<file path="src/rtl/aip_pkg.sv">
package aip_pkg;

    // Sizes of the string, the result and the radix.
    localparam int MAX_STRING_LEN = 64;
    localparam int VALUE_W        = 32;
    localparam int POS_W          = $clog2(MAX_STRING_LEN + 1);
    localparam int BASE_W         = 6;
    localparam int DIGIT_W        = 6;
    localparam int CHAR_W         = 8;
    localparam int STATUS_W       = 2;
    localparam int CFG_INDEX_W    = 2;
    localparam int CFG_DATA_W     = VALUE_W;
    localparam int PROD_W         = VALUE_W + BASE_W + 1;

    // Depth of the queue between the classifier and the parser.
    localparam int QUEUE_DEPTH    = 2;
    localparam int QUEUE_PTR_W    = $clog2(QUEUE_DEPTH);
    localparam int QUEUE_CNT_W    = $clog2(QUEUE_DEPTH + 1);

    // Saturation limits of the magnitude.
    localparam logic [PROD_W-1:0] LIM_POS = PROD_W'((64'd1 << (VALUE_W - 1)) - 64'd1);
    localparam logic [PROD_W-1:0] LIM_NEG = PROD_W'(64'd1 << (VALUE_W - 1));
    localparam logic [VALUE_W-1:0] MOST_NEG = VALUE_W'(64'd1 << (VALUE_W - 1));

    // Radix values chosen by the prefix rules.
    localparam logic [BASE_W-1:0] BASE_OCT = 6'd8;
    localparam logic [BASE_W-1:0] BASE_DEC = 6'd10;
    localparam logic [BASE_W-1:0] BASE_HEX = 6'd16;

    // Result status codes.
    localparam logic [STATUS_W-1:0] ST_OK    = 2'd0;
    localparam logic [STATUS_W-1:0] ST_UNDER = 2'd1;
    localparam logic [STATUS_W-1:0] ST_OVER  = 2'd2;
    localparam logic [STATUS_W-1:0] ST_RANGE = 2'd3;

    // Configuration register indexes.
    localparam logic [CFG_INDEX_W-1:0] CFG_NUMBER_BASE = 2'd0;
    localparam logic [CFG_INDEX_W-1:0] CFG_MIN_VALUE   = 2'd1;
    localparam logic [CFG_INDEX_W-1:0] CFG_MAX_VALUE   = 2'd2;
    localparam logic [CFG_INDEX_W-1:0] CFG_RANGE_EN    = 2'd3;

    // Parser phases.
    typedef enum logic [2:0] {
        PH_SPACE,
        PH_SIGNED,
        PH_ZERO,
        PH_PREFIX,
        PH_DIGITS,
        PH_DONE
    } phase_t;

    // One classified character as it travels through the queue.
    typedef struct packed {
        logic               is_space;
        logic               is_minus;
        logic               is_plus;
        logic               is_zero;
        logic               is_x;
        logic               is_alnum;
        logic [DIGIT_W-1:0] digit;
        logic [POS_W-1:0]   pos;
        logic               last;
    } word_t;

    // Parse state captured at the end of a string.
    typedef struct packed {
        logic                neg;
        logic [VALUE_W-1:0]  acc;
        logic [STATUS_W-1:0] sat;
        logic                digits;
        logic [POS_W-1:0]    end_pos;
    } snap_t;

    // Configuration as seen by the parser and the result stage.
    typedef struct packed {
        logic [BASE_W-1:0]  number_base;
        logic [VALUE_W-1:0] min_value;
        logic [VALUE_W-1:0] max_value;
        logic               range_check;
    } cfg_t;

endpackage

</file>
<file path="src/rtl/aip_front.sv">
module aip_front
    import aip_pkg::*;
(
    input  logic              clk,
    input  logic              rst_n,
    input  logic              in_valid,
    output logic              in_ready,
    input  logic [CHAR_W-1:0] char_byte,
    input  logic              last_char,
    output logic              push,
    output word_t             push_word,
    input  logic              queue_room
);

    logic [POS_W-1:0]  pos_reg;
    logic [POS_W-1:0]  pos_next;
    logic              beyond;
    logic [CHAR_W-1:0] c;

    assign in_ready = queue_room;
    assign push     = in_valid && queue_room;

    // Characters past the length limit read as NUL.
    assign beyond = (pos_reg >= POS_W'(MAX_STRING_LEN));
    assign c      = beyond ? '0 : char_byte;

    // Classify the character and decode its digit value.
    always_comb
    begin
        push_word          = '0;
        push_word.is_space = (c inside {[8'h09:8'h0D], 8'h20});
        push_word.is_minus = (c == 8'h2D);
        push_word.is_plus  = (c == 8'h2B);
        push_word.is_zero  = (c == 8'h30);
        push_word.is_x     = (c == 8'h78) || (c == 8'h58);
        push_word.pos      = pos_reg;
        push_word.last     = last_char;
        if (c inside {[8'h30:8'h39]})
        begin
            push_word.is_alnum = 1'b1;
            push_word.digit    = DIGIT_W'(c - 8'h30);
        end
        else if (c inside {[8'h41:8'h5A]})
        begin
            push_word.is_alnum = 1'b1;
            push_word.digit    = DIGIT_W'(c - 8'h37);
        end
        else if (c inside {[8'h61:8'h7A]})
        begin
            push_word.is_alnum = 1'b1;
            push_word.digit    = DIGIT_W'(c - 8'h57);
        end
    end

    // Position counter: stops at the limit, restarts after the last character.
    always_comb
    begin
        pos_next = pos_reg;
        if (push)
        begin
            if (last_char)
                pos_next = '0;
            else if (!beyond)
                pos_next = pos_reg + POS_W'(1);
        end
    end

    always_ff @(posedge clk or negedge rst_n)
    begin
        if (!rst_n)
            pos_reg <= '0;
        else
            pos_reg <= pos_next;
    end

endmodule

</file>
<file path="src/rtl/aip_queue.sv">
module aip_queue
    import aip_pkg::*;
(
    input  logic  clk,
    input  logic  rst_n,
    input  logic  push,
    input  word_t push_word,
    output logic  room,
    output logic  valid,
    output word_t head,
    input  logic  pop
);

    word_t                  mem_reg [QUEUE_DEPTH];
    logic [QUEUE_PTR_W-1:0] wr_ptr_reg;
    logic [QUEUE_PTR_W-1:0] wr_ptr_next;
    logic [QUEUE_PTR_W-1:0] rd_ptr_reg;
    logic [QUEUE_PTR_W-1:0] rd_ptr_next;
    logic [QUEUE_CNT_W-1:0] count_reg;
    logic [QUEUE_CNT_W-1:0] count_next;

    assign room  = (count_reg != QUEUE_CNT_W'(QUEUE_DEPTH));
    assign valid = (count_reg != '0);
    assign head  = mem_reg[rd_ptr_reg];

    // Pointer and fill count update.
    always_comb
    begin
        wr_ptr_next = wr_ptr_reg;
        rd_ptr_next = rd_ptr_reg;
        count_next  = count_reg;
        if (push)
            wr_ptr_next = (wr_ptr_reg == QUEUE_PTR_W'(QUEUE_DEPTH - 1)) ?
                          '0 : wr_ptr_reg + QUEUE_PTR_W'(1);
        if (pop)
            rd_ptr_next = (rd_ptr_reg == QUEUE_PTR_W'(QUEUE_DEPTH - 1)) ?
                          '0 : rd_ptr_reg + QUEUE_PTR_W'(1);
        if (push && !pop)
            count_next = count_reg + QUEUE_CNT_W'(1);
        else if (pop && !push)
            count_next = count_reg - QUEUE_CNT_W'(1);
    end

    always_ff @(posedge clk or negedge rst_n)
    begin
        if (!rst_n)
        begin
            wr_ptr_reg <= '0;
            rd_ptr_reg <= '0;
            count_reg  <= '0;
        end
        else
        begin
            wr_ptr_reg <= wr_ptr_next;
            rd_ptr_reg <= rd_ptr_next;
            count_reg  <= count_next;
        end
    end

    // Storage needs no reset.
    always_ff @(posedge clk)
    begin
        if (push)
            mem_reg[wr_ptr_reg] <= push_word;
    end

    a_count_bound: assert property (@(posedge clk) disable iff (!rst_n)
        count_reg <= QUEUE_CNT_W'(QUEUE_DEPTH))
        else $error("queue fill count above depth");

    a_pop_nonempty: assert property (@(posedge clk) disable iff (!rst_n)
        pop |-> valid)
        else $error("queue popped while empty");

endmodule

</file>
<file path="src/rtl/aip_core.sv">
module aip_core
    import aip_pkg::*;
(
    input  logic  clk,
    input  logic  rst_n,
    input  cfg_t  cfg,
    input  logic  q_valid,
    input  word_t q_word,
    output logic  q_pop,
    output logic  snap_valid,
    output snap_t snap,
    input  logic  snap_ready
);

    phase_t              phase_reg;
    phase_t              phase_next;
    phase_t              phase_step;
    phase_t              eff_phase;
    logic                neg_reg;
    logic                neg_next;
    logic                neg_step;
    logic [VALUE_W-1:0]  acc_reg;
    logic [VALUE_W-1:0]  acc_next;
    logic [VALUE_W-1:0]  acc_step;
    logic [STATUS_W-1:0] sat_reg;
    logic [STATUS_W-1:0] sat_next;
    logic [STATUS_W-1:0] sat_step;
    logic [BASE_W-1:0]   base_reg;
    logic [BASE_W-1:0]   base_next;
    logic [BASE_W-1:0]   base_step;
    logic                ds_reg;
    logic                ds_next;
    logic                ds_step;
    logic [POS_W-1:0]    end_reg;
    logic [POS_W-1:0]    end_next;
    logic [POS_W-1:0]    end_step;
    logic                snap_valid_reg;
    logic                snap_valid_next;
    snap_t               snap_reg;
    snap_t               snap_next;

    logic                       snap_free;
    logic                       zero_branch;
    logic                       take;
    logic [BASE_W-1:0]          take_base;
    logic                       digit_ok;
    logic [VALUE_W+BASE_W-1:0]  prod;
    logic [PROD_W-1:0]          wide;
    logic [PROD_W-1:0]          lim;
    logic                       ovf;
    logic [POS_W-1:0]           pos_inc;

    // A last word waits until the capture register is free.
    assign snap_free = !snap_valid_reg || snap_ready;
    assign q_pop     = q_valid && (!q_word.last || snap_free);

    // A character that is neither blank nor sign leaves the blank phase at once.
    always_comb
    begin
        eff_phase = phase_reg;
        if (phase_reg == PH_SPACE && !q_word.is_space && !q_word.is_minus
            && !q_word.is_plus)
            eff_phase = PH_SIGNED;
    end

    assign zero_branch = (cfg.number_base == '0 || cfg.number_base == BASE_HEX)
                         && q_word.is_zero;

    // Radix for this character and whether it goes to the digit unit.
    always_comb
    begin
        take      = 1'b0;
        take_base = base_reg;
        case (eff_phase)
            PH_SIGNED:
            begin
                take      = !zero_branch;
                take_base = (cfg.number_base == '0) ? BASE_DEC : cfg.number_base;
            end
            PH_ZERO:
            begin
                take      = !q_word.is_x;
                take_base = (cfg.number_base == '0) ? BASE_OCT : cfg.number_base;
            end
            PH_PREFIX, PH_DIGITS:
                take = 1'b1;
            default:
                take = 1'b0;
        endcase
    end

    // Digit unit: one multiply-add and a compare against the limit.
    assign digit_ok = q_word.is_alnum && (q_word.digit < take_base);
    assign prod     = (VALUE_W + BASE_W)'(acc_reg) * (VALUE_W + BASE_W)'(take_base);
    assign wide     = PROD_W'(prod) + PROD_W'(q_word.digit);
    assign lim      = neg_reg ? LIM_NEG : LIM_POS;
    assign ovf      = (wide > lim);
    assign pos_inc  = q_word.pos + POS_W'(1);

    // Phase transition for one character.
    always_comb
    begin
        case (eff_phase)
            PH_SPACE:
                phase_step = (q_word.is_minus || q_word.is_plus) ? PH_SIGNED : PH_SPACE;
            PH_SIGNED:
                if (zero_branch)
                    phase_step = PH_ZERO;
                else
                    phase_step = digit_ok ? PH_DIGITS : PH_DONE;
            PH_ZERO:
                if (q_word.is_x)
                    phase_step = PH_PREFIX;
                else
                    phase_step = digit_ok ? PH_DIGITS : PH_DONE;
            PH_PREFIX, PH_DIGITS:
                phase_step = digit_ok ? PH_DIGITS : PH_DONE;
            PH_DONE:
                phase_step = PH_DONE;
            default:
                phase_step = PH_SPACE;
        endcase
    end

    always_comb
    begin
        phase_next = phase_reg;
        if (q_pop)
            phase_next = q_word.last ? PH_SPACE : phase_step;
    end

    // Datapath update for one character.
    always_comb
    begin
        neg_step  = neg_reg;
        acc_step  = acc_reg;
        sat_step  = sat_reg;
        base_step = base_reg;
        ds_step   = ds_reg;
        end_step  = end_reg;
        case (eff_phase)
            PH_SPACE:
                if (q_word.is_minus)
                    neg_step = 1'b1;
            PH_SIGNED:
                if (!zero_branch)
                    base_step = take_base;
            PH_ZERO:
                if (q_word.is_x)
                    base_step = BASE_HEX;
                else
                begin
                    // The held zero counts as a digit of its own.
                    base_step = take_base;
                    ds_step   = 1'b1;
                    end_step  = q_word.pos;
                end
            default:
                base_step = base_reg;
        endcase
        if (take && digit_ok)
        begin
            ds_step  = 1'b1;
            end_step = pos_inc;
            if (sat_reg == ST_OK)
            begin
                if (ovf)
                begin
                    acc_step = lim[VALUE_W-1:0];
                    sat_step = neg_reg ? ST_UNDER : ST_OVER;
                end
                else
                    acc_step = wide[VALUE_W-1:0];
            end
        end
    end

    // State after the word: cleared at the end of a string.
    always_comb
    begin
        neg_next  = neg_reg;
        acc_next  = acc_reg;
        sat_next  = sat_reg;
        base_next = base_reg;
        ds_next   = ds_reg;
        end_next  = end_reg;
        if (q_pop)
        begin
            if (q_word.last)
            begin
                neg_next  = 1'b0;
                acc_next  = '0;
                sat_next  = ST_OK;
                base_next = '0;
                ds_next   = 1'b0;
                end_next  = '0;
            end
            else
            begin
                neg_next  = neg_step;
                acc_next  = acc_step;
                sat_next  = sat_step;
                base_next = base_step;
                ds_next   = ds_step;
                end_next  = end_step;
            end
        end
    end

    // Capture at the end of a string; a lone held zero is a complete number.
    always_comb
    begin
        snap_valid_next = snap_valid_reg;
        snap_next       = snap_reg;
        if (q_pop && q_word.last)
        begin
            snap_valid_next   = 1'b1;
            snap_next.neg     = neg_step;
            snap_next.acc     = acc_step;
            snap_next.sat     = sat_step;
            snap_next.digits  = ds_step || (phase_step == PH_ZERO);
            snap_next.end_pos = (phase_step == PH_ZERO) ? pos_inc : end_step;
        end
        else if (snap_ready)
            snap_valid_next = 1'b0;
    end

    always_ff @(posedge clk or negedge rst_n)
    begin
        if (!rst_n)
        begin
            phase_reg      <= PH_SPACE;
            neg_reg        <= 1'b0;
            acc_reg        <= '0;
            sat_reg        <= ST_OK;
            base_reg       <= '0;
            ds_reg         <= 1'b0;
            end_reg        <= '0;
            snap_valid_reg <= 1'b0;
        end
        else
        begin
            phase_reg      <= phase_next;
            neg_reg        <= neg_next;
            acc_reg        <= acc_next;
            sat_reg        <= sat_next;
            base_reg       <= base_next;
            ds_reg         <= ds_next;
            end_reg        <= end_next;
            snap_valid_reg <= snap_valid_next;
        end
    end

    always_ff @(posedge clk)
    begin
        snap_reg <= snap_next;
    end

    assign snap_valid = snap_valid_reg;
    assign snap       = snap_reg;

    a_clear_after_last: assert property (@(posedge clk) disable iff (!rst_n)
        (q_pop && q_word.last) |=> (phase_reg == PH_SPACE && acc_reg == '0
                                    && snap_valid_reg))
        else $error("parse state not cleared after the end of a string");

    a_sat_needs_digits: assert property (@(posedge clk) disable iff (!rst_n)
        (sat_reg != ST_OK) |-> ds_reg)
        else $error("saturation flagged without any digit");

endmodule

</file>
<file path="src/rtl/aip_finish.sv">
module aip_finish
    import aip_pkg::*;
(
    input  logic                       clk,
    input  logic                       rst_n,
    input  cfg_t                       cfg,
    input  logic                       snap_valid,
    input  snap_t                      snap,
    output logic                       snap_ready,
    output logic                       out_valid,
    input  logic                       out_ready,
    output logic signed [VALUE_W-1:0]  value,
    output logic [STATUS_W-1:0]        status,
    output logic [POS_W-1:0]           chars_consumed
);

    logic                 out_valid_reg;
    logic                 out_valid_next;
    logic [VALUE_W-1:0]   value_reg;
    logic [STATUS_W-1:0]  status_reg;
    logic [POS_W-1:0]     chars_reg;
    logic [VALUE_W-1:0]   signed_val;
    logic                 range_fail;

    assign snap_ready = !out_valid_reg || out_ready;

    // Apply the sign, then the optional range window.
    assign signed_val = snap.neg ? (~snap.acc + VALUE_W'(1)) : snap.acc;
    assign range_fail = cfg.range_check &&
                        (($signed(signed_val) < $signed(cfg.min_value)) ||
                         ($signed(signed_val) > $signed(cfg.max_value)));

    always_comb
    begin
        out_valid_next = out_valid_reg;
        if (snap_valid && snap_ready)
            out_valid_next = 1'b1;
        else if (out_ready)
            out_valid_next = 1'b0;
    end

    always_ff @(posedge clk or negedge rst_n)
    begin
        if (!rst_n)
            out_valid_reg <= 1'b0;
        else
            out_valid_reg <= out_valid_next;
    end

    // Result register.
    always_ff @(posedge clk)
    begin
        if (snap_valid && snap_ready)
        begin
            value_reg  <= range_fail ? MOST_NEG : signed_val;
            status_reg <= range_fail ? ST_RANGE : snap.sat;
            chars_reg  <= snap.digits ? snap.end_pos : '0;
        end
    end

    assign out_valid      = out_valid_reg;
    assign value          = $signed(value_reg);
    assign status         = status_reg;
    assign chars_consumed = chars_reg;

    a_range_value: assert property (@(posedge clk) disable iff (!rst_n)
        (out_valid_reg && status_reg == ST_RANGE) |-> (value_reg == MOST_NEG))
        else $error("range failure without the most negative value");

endmodule

</file>
<file path="src/rtl/ascii_integer_parser_top.sv">
// Streaming string-to-integer converter. Each accepted word is one ASCII
// byte; the byte with last_char set ends the string and produces one result
// (value, status, chars_consumed) via the queue, the parser's capture
// register and the output register. The block takes one byte per clock while
// the output is not stalled; that figure is set by the parser's multiply-add
// loop, which folds one digit into the 32-bit accumulator each cycle. A
// two-word queue separates the character classifier from the parser, and an
// output register holds the result; an output stall fills the queue, then the input.
// Configuration registers may be written only while no string is in flight.
module ascii_integer_parser_top
    import aip_pkg::*;
(
    input  logic                       clk,
    input  logic                       rst_n,
    input  logic                       in_valid,
    output logic                       in_ready,
    input  logic [CHAR_W-1:0]          char_byte,
    input  logic                       last_char,
    output logic                       out_valid,
    input  logic                       out_ready,
    output logic signed [VALUE_W-1:0]  value,
    output logic [STATUS_W-1:0]        status,
    output logic [POS_W-1:0]           chars_consumed,
    input  logic                       cfg_write,
    input  logic [CFG_INDEX_W-1:0]     cfg_index,
    input  logic [CFG_DATA_W-1:0]      cfg_data
);

    cfg_t  cfg_reg;
    cfg_t  cfg_next;
    logic  push;
    word_t push_word;
    logic  queue_room;
    logic  q_valid;
    word_t q_word;
    logic  q_pop;
    logic  snap_valid;
    snap_t snap;
    logic  snap_ready;

    // Configuration register writes.
    always_comb
    begin
        cfg_next = cfg_reg;
        if (cfg_write)
        begin
            case (cfg_index)
                CFG_NUMBER_BASE: cfg_next.number_base = cfg_data[BASE_W-1:0];
                CFG_MIN_VALUE:   cfg_next.min_value   = cfg_data[VALUE_W-1:0];
                CFG_MAX_VALUE:   cfg_next.max_value   = cfg_data[VALUE_W-1:0];
                CFG_RANGE_EN:    cfg_next.range_check = cfg_data[0];
                default:         cfg_next = cfg_reg;
            endcase
        end
    end

    always_ff @(posedge clk or negedge rst_n)
    begin
        if (!rst_n)
        begin
            cfg_reg.number_base <= BASE_DEC;
            cfg_reg.min_value   <= MOST_NEG;
            cfg_reg.max_value   <= LIM_POS[VALUE_W-1:0];
            cfg_reg.range_check <= 1'b0;
        end
        else
            cfg_reg <= cfg_next;
    end

    aip_front u_front (
        .clk        (clk),
        .rst_n      (rst_n),
        .in_valid   (in_valid),
        .in_ready   (in_ready),
        .char_byte  (char_byte),
        .last_char  (last_char),
        .push       (push),
        .push_word  (push_word),
        .queue_room (queue_room)
    );

    aip_queue u_queue (
        .clk       (clk),
        .rst_n     (rst_n),
        .push      (push),
        .push_word (push_word),
        .room      (queue_room),
        .valid     (q_valid),
        .head      (q_word),
        .pop       (q_pop)
    );

    aip_core u_core (
        .clk        (clk),
        .rst_n      (rst_n),
        .cfg        (cfg_reg),
        .q_valid    (q_valid),
        .q_word     (q_word),
        .q_pop      (q_pop),
        .snap_valid (snap_valid),
        .snap       (snap),
        .snap_ready (snap_ready)
    );

    aip_finish u_finish (
        .clk            (clk),
        .rst_n          (rst_n),
        .cfg            (cfg_reg),
        .snap_valid     (snap_valid),
        .snap           (snap),
        .snap_ready     (snap_ready),
        .out_valid      (out_valid),
        .out_ready      (out_ready),
        .value          (value),
        .status         (status),
        .chars_consumed (chars_consumed)
    );

endmodule
</file>
<file path="config.mk">
export PLATFORM = sky130hd
export DESIGN_NAME = ascii_integer_parser_top
export DESIGN_NICKNAME = d
export VERILOG_FILES = /design/src/rtl/aip_pkg.sv /design/src/rtl/aip_front.sv /design/src/rtl/aip_queue.sv /design/src/rtl/aip_core.sv /design/src/rtl/aip_finish.sv /design/src/rtl/ascii_integer_parser_top.sv
export SDC_FILE = /design/constraint.sdc
export NUM_CORES = 1
export LEC_CHECK = 0
export BUFFER_PORTS_ARGS = -buffer_cell sky130_fd_sc_hd__buf_2
export CORE_MARGIN = 8
export CORE_UTILIZATION = 55
export DETAILED_ROUTE_END_ITERATION = 10
export GPL_ROUTABILITY_DRIVEN = 0
export HOLD_SLACK_MARGIN = 0.03
export PLACE_DENSITY = 0.84
export SYNTH_ARGS = -nofsm -noshare
export SYNTH_HDL_FRONTEND = slang
export SYNTH_SLANG_ARGS = --single-unit
</file>
<file path="constraint.sdc">
create_clock -name clk -period 16 [get_ports clk]
set_input_delay 0.8 -clock clk [delete_from_list [all_inputs] [get_ports clk]]
set_output_delay 0.8 -clock clk [all_outputs]
set_load 0.02 [all_outputs]
</file>
==> results of run 1 <==
==> area by class of cell <==
cell class / instances / area share [%]
Clock buffer: 35 / 3.256
Sequential cell: 260 / 30.34
Inverter: 241 / 3.828
Clock inverter: 17 / 0.7306
Timing Repair Buffer: 109 / 2.536
Tap cell: 525 / 2.779
Multi-Input combinational cell: 1625 / 56.54
==> metal layers <==
metal | global-route usage [%] | vias up | part of all wire [%]
met4 | 7.853 | 0 | 3.4
met2 | 40.23 | 835 | 49
li1 | - | 7904 | -
met5 | 0 | - | 0
met3 | 3.876 | 151 | 8.4
met1 | 30.74 | 8591 | 40
==> cell families after synthesis <==
group                    count (synthesis)
buffers and inverters                  345
adder cells (fa/ha/maj)                323
flip-flops                             260
XOR/XNOR                                74
AND/OR/NAND/NOR                        671
AO/OA/AOI/OAI                          447
multiplexers                           110
==> cells in the final DEF (no fill, tap or decap), types with 9 or more instances in the layout <==
cell type    n
a211oi_1    16
or2_2       10
edfxtp_1   124
o311ai_0    17
inv_1      241
nand4_1     38
nor2_1     105
mux2_2      83
o311ai_1    16
o21ai_0     83
dfrtp_1    102
o2111ai_1   27
xnor2_1     27
nand2_1    200
nor2b_1     13
o31ai_1     11
buf_4       19
and2_1     156
nand3_1     35
nand2b_1    21
and3_1      15
dfstp_2     34
nor3_1      33
a31oi_1     13
mux2i_1     27
xor2_1      47
clkbuf_16   30
fa_1       124
a21oi_1     97
ha_1       199
buf_2       89
clkinv_2     9
o211ai_1    45
a21o_1      33
==> final timing paths <==
kind	startpoint	to	slack, ps	cells past startpoint
min in group clk	cfg_data[8]	cfg_reg[41]	480	2
worst min register to register	u_core.base_reg[2]	u_core.base_reg[2]	500	2
worst max register to register	u_queue.rd_ptr_reg	u_core.snap[36]	4380	35
worst max-delay path	u_queue.rd_ptr_reg	u_core.snap[36]	4380	35
worst min-delay path	rst_n	cfg_reg[42]	220	1
max in group asynchronous	rst_n	u_queue.count_reg[1]	14470	2
==> power groups by stage <==
stage	logic [W]	registers [W]	clock network (W)
floorplan	0.00120	0.00117	0
global placement	0.00166	0.00114	0
detailed placement	0.00175	0.00116	0
CTS	0.00179	0.00115	0.000656
global route	0.00200	0.00118	0.000682
finish	0.00181	0.00115	0.000647
==> metrics by stage <==
stage | power [W] | worst slack (ps)
finish | 0.003607 | 4378
global route | 0.003855 | 3726
CTS | 0.003592 | 4593
detailed placement | 0.002910 | 4676
global placement | 0.002808 | 5105
floorplan | 0.002372 | 7151
==> results.ini, run 1 <==
[floorplanning]
die_y_um = 215.3
die_area_mm2 = 0.04634
placementRows = 73
num_io_pins = 91
start_util_pct = 55.35
core_mm2 = 0.03946
die-width_um = 215.3

[pwr]
seq_power_share_pct = 32.0
internal-power_w = 0.002019
powerDensity_mw_per_mm2 = 152.6
ir_drop_uv = 113.2
power_leakage_nw = 11.26
pwr-share-comb_pct = 50.1
p_sw_share_pct = 44.03
p_sw_w = 0.001588
p_clk_share_pct = 17.9

[clocking]
cts_tree = done
worstSkewPairLatency_ps = 580
hold_buffers = 0
postCtsSetupBuffers = 0
post_cts_resize_count = 0
numCtsBuffers = 28
path_clk_slew_ps = 60
root_buffer = clkbuf_16
cts_max_level = 1
clockBufferDepth = 3
clock-sinks = 260

[final_layout]
regArea_mm2 = 0.007169
final_nets = 2636
drive_above_1_share_pct = 13.34
largest_reg_flops = 71
finish.utilization_pct = 59.90
final_cell_area_mm2 = 0.02363
multi_input_area_mm2 = 0.01336
instances_no_fill = 2812
antenna_cells = 0
area_growth_syn_to_layout_pct = 8.215
fillers = 3137

[detailed_routing]
drtAntennaViolNets = 0
vias = 17480
via_per_inst = 6.217
wl_per_cell_um = 19.74
drtPass1Iterations = 9
drt_iter0_drc = 2002
wl_um = 55500
drc = 0

[setup_path]
worst_setup_path_start_kind = flop
critPathSlowestCell = o211ai_2
cp.required_ps = 16170
worst-path-buf-inv = 5
critical_path.top_delay_family = compound AO/OA/AOI/OAI gates
worstSetupEndpointType = flop
arrival_ps = 11790
slowest_delay_ps = 1190
cp_max_fo = 33
crit_top_cell = inv_1
setup.worst_path.class = flop to flop

[yosys]
yosys.area.top_type = edfxtp_1
syn_area_mm2 = 0.02184
synth_cell_types = 80
yosysSeqAreaShare_pct = 32.83
synth_xor_area_share_pct = 2.968
postSynthNetCount = 2601
ys_ff_latch = 260
synth_area_leaders = edfxtp_1 (17%), dfrtp_1 (12%), ha_1 (11%), fa_1 (11%), and2_1 (4.5%)
synth.avg_cell_area_um2 = 9.794
synth_edf_count = 124
yosysMostFrequentCell = inv_1
synth_cells = 2230
ys.warnings.count = 0
synthTopCellsByCount = inv_1 (241), nand2_1 (200), ha_1 (199)
synth_top_family_by_area = adder cells
muxShareOfSynthArea_pct = 5.517
synth-compound-area-share_pct = 14.24
synthAdderAreaFrac_pct = 22.77
yosysTopAreaCellShare_pct = 17.05
yosys.area_share.simple_pct = 15.54
synth_flop_cell = edfxtp_1
ys_async_sr_fraction_pct = 52.31

[placed_design]
dp_cells = 2760
dpl_cell_area_mm2 = 0.02269
dp_hpwl_um = 41510
io_buffers = 90

[timing]
relSlewSlack_pct = 14.99
holdWs_ps = 219.9
period_needed_ps = 11620
tns_ps = 0
worst_pin_slew_ps = 1271
final_hold_viol_count = 0
setup_viol = 0
clock-skew-final_ps = 48.02
period_share_pct = 72.63
slew_viol_final = 0
max_freq_ghz = 0.08605
rsz0062_at_grt = false

[global_route]
grt_pass1_wl_um = 92380
grtUsageTotal_pct = 23.76
overflow = 0
antenna_found_initial = 0
grt_pass1_vias = 17910
grt_max_degree = 71

[outcome]
outcome = completed

[job]
max_cap_violations = 0

[min_path]
hp-class = input pin to async pin

No activity file was read; power rests on OpenSTA's default activity.
==> inputs of run 2 (changes only) <==
- clock period: 16 -> 11 ns (I/O delays scaled with it)
==> run 2 against run 1 <==
Compared with the run above:
- clock skew is 18 ps lower
- core utilization is 0.098 points higher
- register-to-register slack worse by 3700 ps
- via count is 0.11% higher
- critical path type unchanged
==> results.ini, run 2 (synthesized netlist as in run 1, its figures left out) <==
[final_layout]
largest_reg_flops = 71
fillers = 3087
final_cell_mix = inv_1 (241), nand2_1 (200), ha_1 (199)
area_growth_syn_to_layout_pct = 8.393
antenna_cells = 0
multi_input_area_mm2 = 0.01336
final_nets = 2642
regArea_mm2 = 0.007169
drive_above_1_share_pct = 13.51
layout_commonest_cell = inv_1

[timing]
clock-skew-final_ps = 29.55
period_needed_ps = 10370
rsz0062_at_grt = false
tns_ps = 0
relSlewSlack_pct = 16.27
slew_viol_final = 0
setup_viol = 0
worst_pin_slew_ps = 1240
period_share_pct = 94.26
max_freq_ghz = 0.09644
final_hold_viol_count = 0
holdWs_ps = 231.8

[detailed_routing]
via_per_inst = 6.208
drtPass1Iterations = 7
vias = 17500
wl_um = 55470
highest_layer = met4
drc = 0
m1WireLength_um = 21940
wl_met3_um = 4854
wl_met2_um = 26560
drtAntennaViolNets = 0
wl_per_cell_um = 19.68
drt_iter0_drc = 1926

[global_route]
antenna_found_initial = 0
grt_pass1_vias = 18020
overflow = 0
grt_pass1_wl_um = 90990
grt_max_degree = 73
grtUsageTotal_pct = 23.40

[clocking]
worstSkewPairLatency_ps = 570
cts_tree = done
clockBufferDepth = 3
path_clk_slew_ps = 60
root_buffer = clkbuf_16
post_cts_resize_count = 0
numCtsBuffers = 29
postCtsSetupBuffers = 0
cts_max_level = 1
clock-sinks = 260

[floorplanning]
start_util_pct = 55.35
placementRows = 73
die_y_um = 215.3
die_area_mm2 = 0.04634
num_io_pins = 91
die-width_um = 215.3
core_mm2 = 0.03946

[placed_design]
io_buffers = 90
dp_hpwl_um = 41390

[outcome]
outcome = completed

[min_path]
hold_path_depth = 2
hold_path_end = cfg_reg[41]
min_from = cfg_data[8]
hp-class = input pin to flop

[setup_path]
critical_path.top_delay_family = compound AO/OA/AOI/OAI gates
rr_startpoint = u_queue.rd_ptr_reg
worst_setup_path_start_kind = flop
critPathSlowestCell = o211ai_2
r2r_end = u_core.acc_reg[23]
cp.required_ps = 11350
crit_top_cell = inv_1
setup.worst_path.class = flop to flop
arrival_ps = 10720
worst-path-buf-inv = 5
reg2reg_slack_ps = 630
slowest_delay_ps = 850
cp_max_fo = 33
reg2reg_depth = 35
worstSetupEndpointType = flop

[pwr]
powerDensity_mw_per_mm2 = 220.6
ir_drop_uv = 144.9
power_leakage_nw = 11.29

[job]
max_cap_violations = 0

## run 2: layout make-up
cell class | instances | share of cell area (%)
Timing Repair Buffer | 114 | 2.701
Clock inverter | 13 | 0.3753
Inverter | 241 | 3.821
Sequential cell | 260 | 30.29
Tap cell | 525 | 2.775
Multi-Input combinational cell | 1625 | 56.44
Clock buffer | 41 | 3.599
## run 2: timing repair
item | CTS | global route
setup endpoints to repair | 0 | 0
hold buffers | 1 | 0
endpoints found under the hold margin | 6 | 0
## run 2: stage by stage
stage	setup WS (ps)	utilization (%)	power, W	cells	instance area [um^2]
2_1_floorplan	2151	-	0.003450	2230	21840
3_3_place_gp	1123	57.58	0.004090	2764	22720
3_5_place_dp	837.4	57.58	0.004218	2764	22720
4_1_cts	779.8	59.99	0.005198	2819	23670
5_1_grt	8.494	59.99	0.005566	2819	23670
6_report	631.3	59.99	0.005221	2819	23670
## run 2: worst max path at each step
stage	end	depth (start not counted)	startpoint	slack (ps)
floorplan	u_core.snap[24]	38	u_queue.rd_ptr_reg	2150
global placement	u_core.acc_reg[23]	35	u_queue.rd_ptr_reg	1120
detailed placement	u_core.acc_reg[22]	35	u_queue.rd_ptr_reg	840
CTS	u_core.acc_reg[10]	35	u_queue.rd_ptr_reg	780
global route	u_core.acc_reg[10]	34	u_queue.rd_ptr_reg	8
finish	u_core.acc_reg[23]	35	u_queue.rd_ptr_reg	630
## run 2: power breakdown
part | internal [W] | total, W | leakage, nW | switching, W
Sequential | 0.00145 | 0.00166 | 2.89 | 0.000208
Combinational | 0.000929 | 0.00262 | 7.94 | 0.00169
Clock | 0.000542 | 0.000938 | 0.460 | 0.000396
Total | 0.00292 | 0.00522 | 11.3 | 0.00230
## run 2: metal layers
layer	GRT usage, %	up-vias
met3	4.059	164
met4	9.737	0
met5	0	-
li1	-	7918
met2	39.14	860
met1	29.73	8558
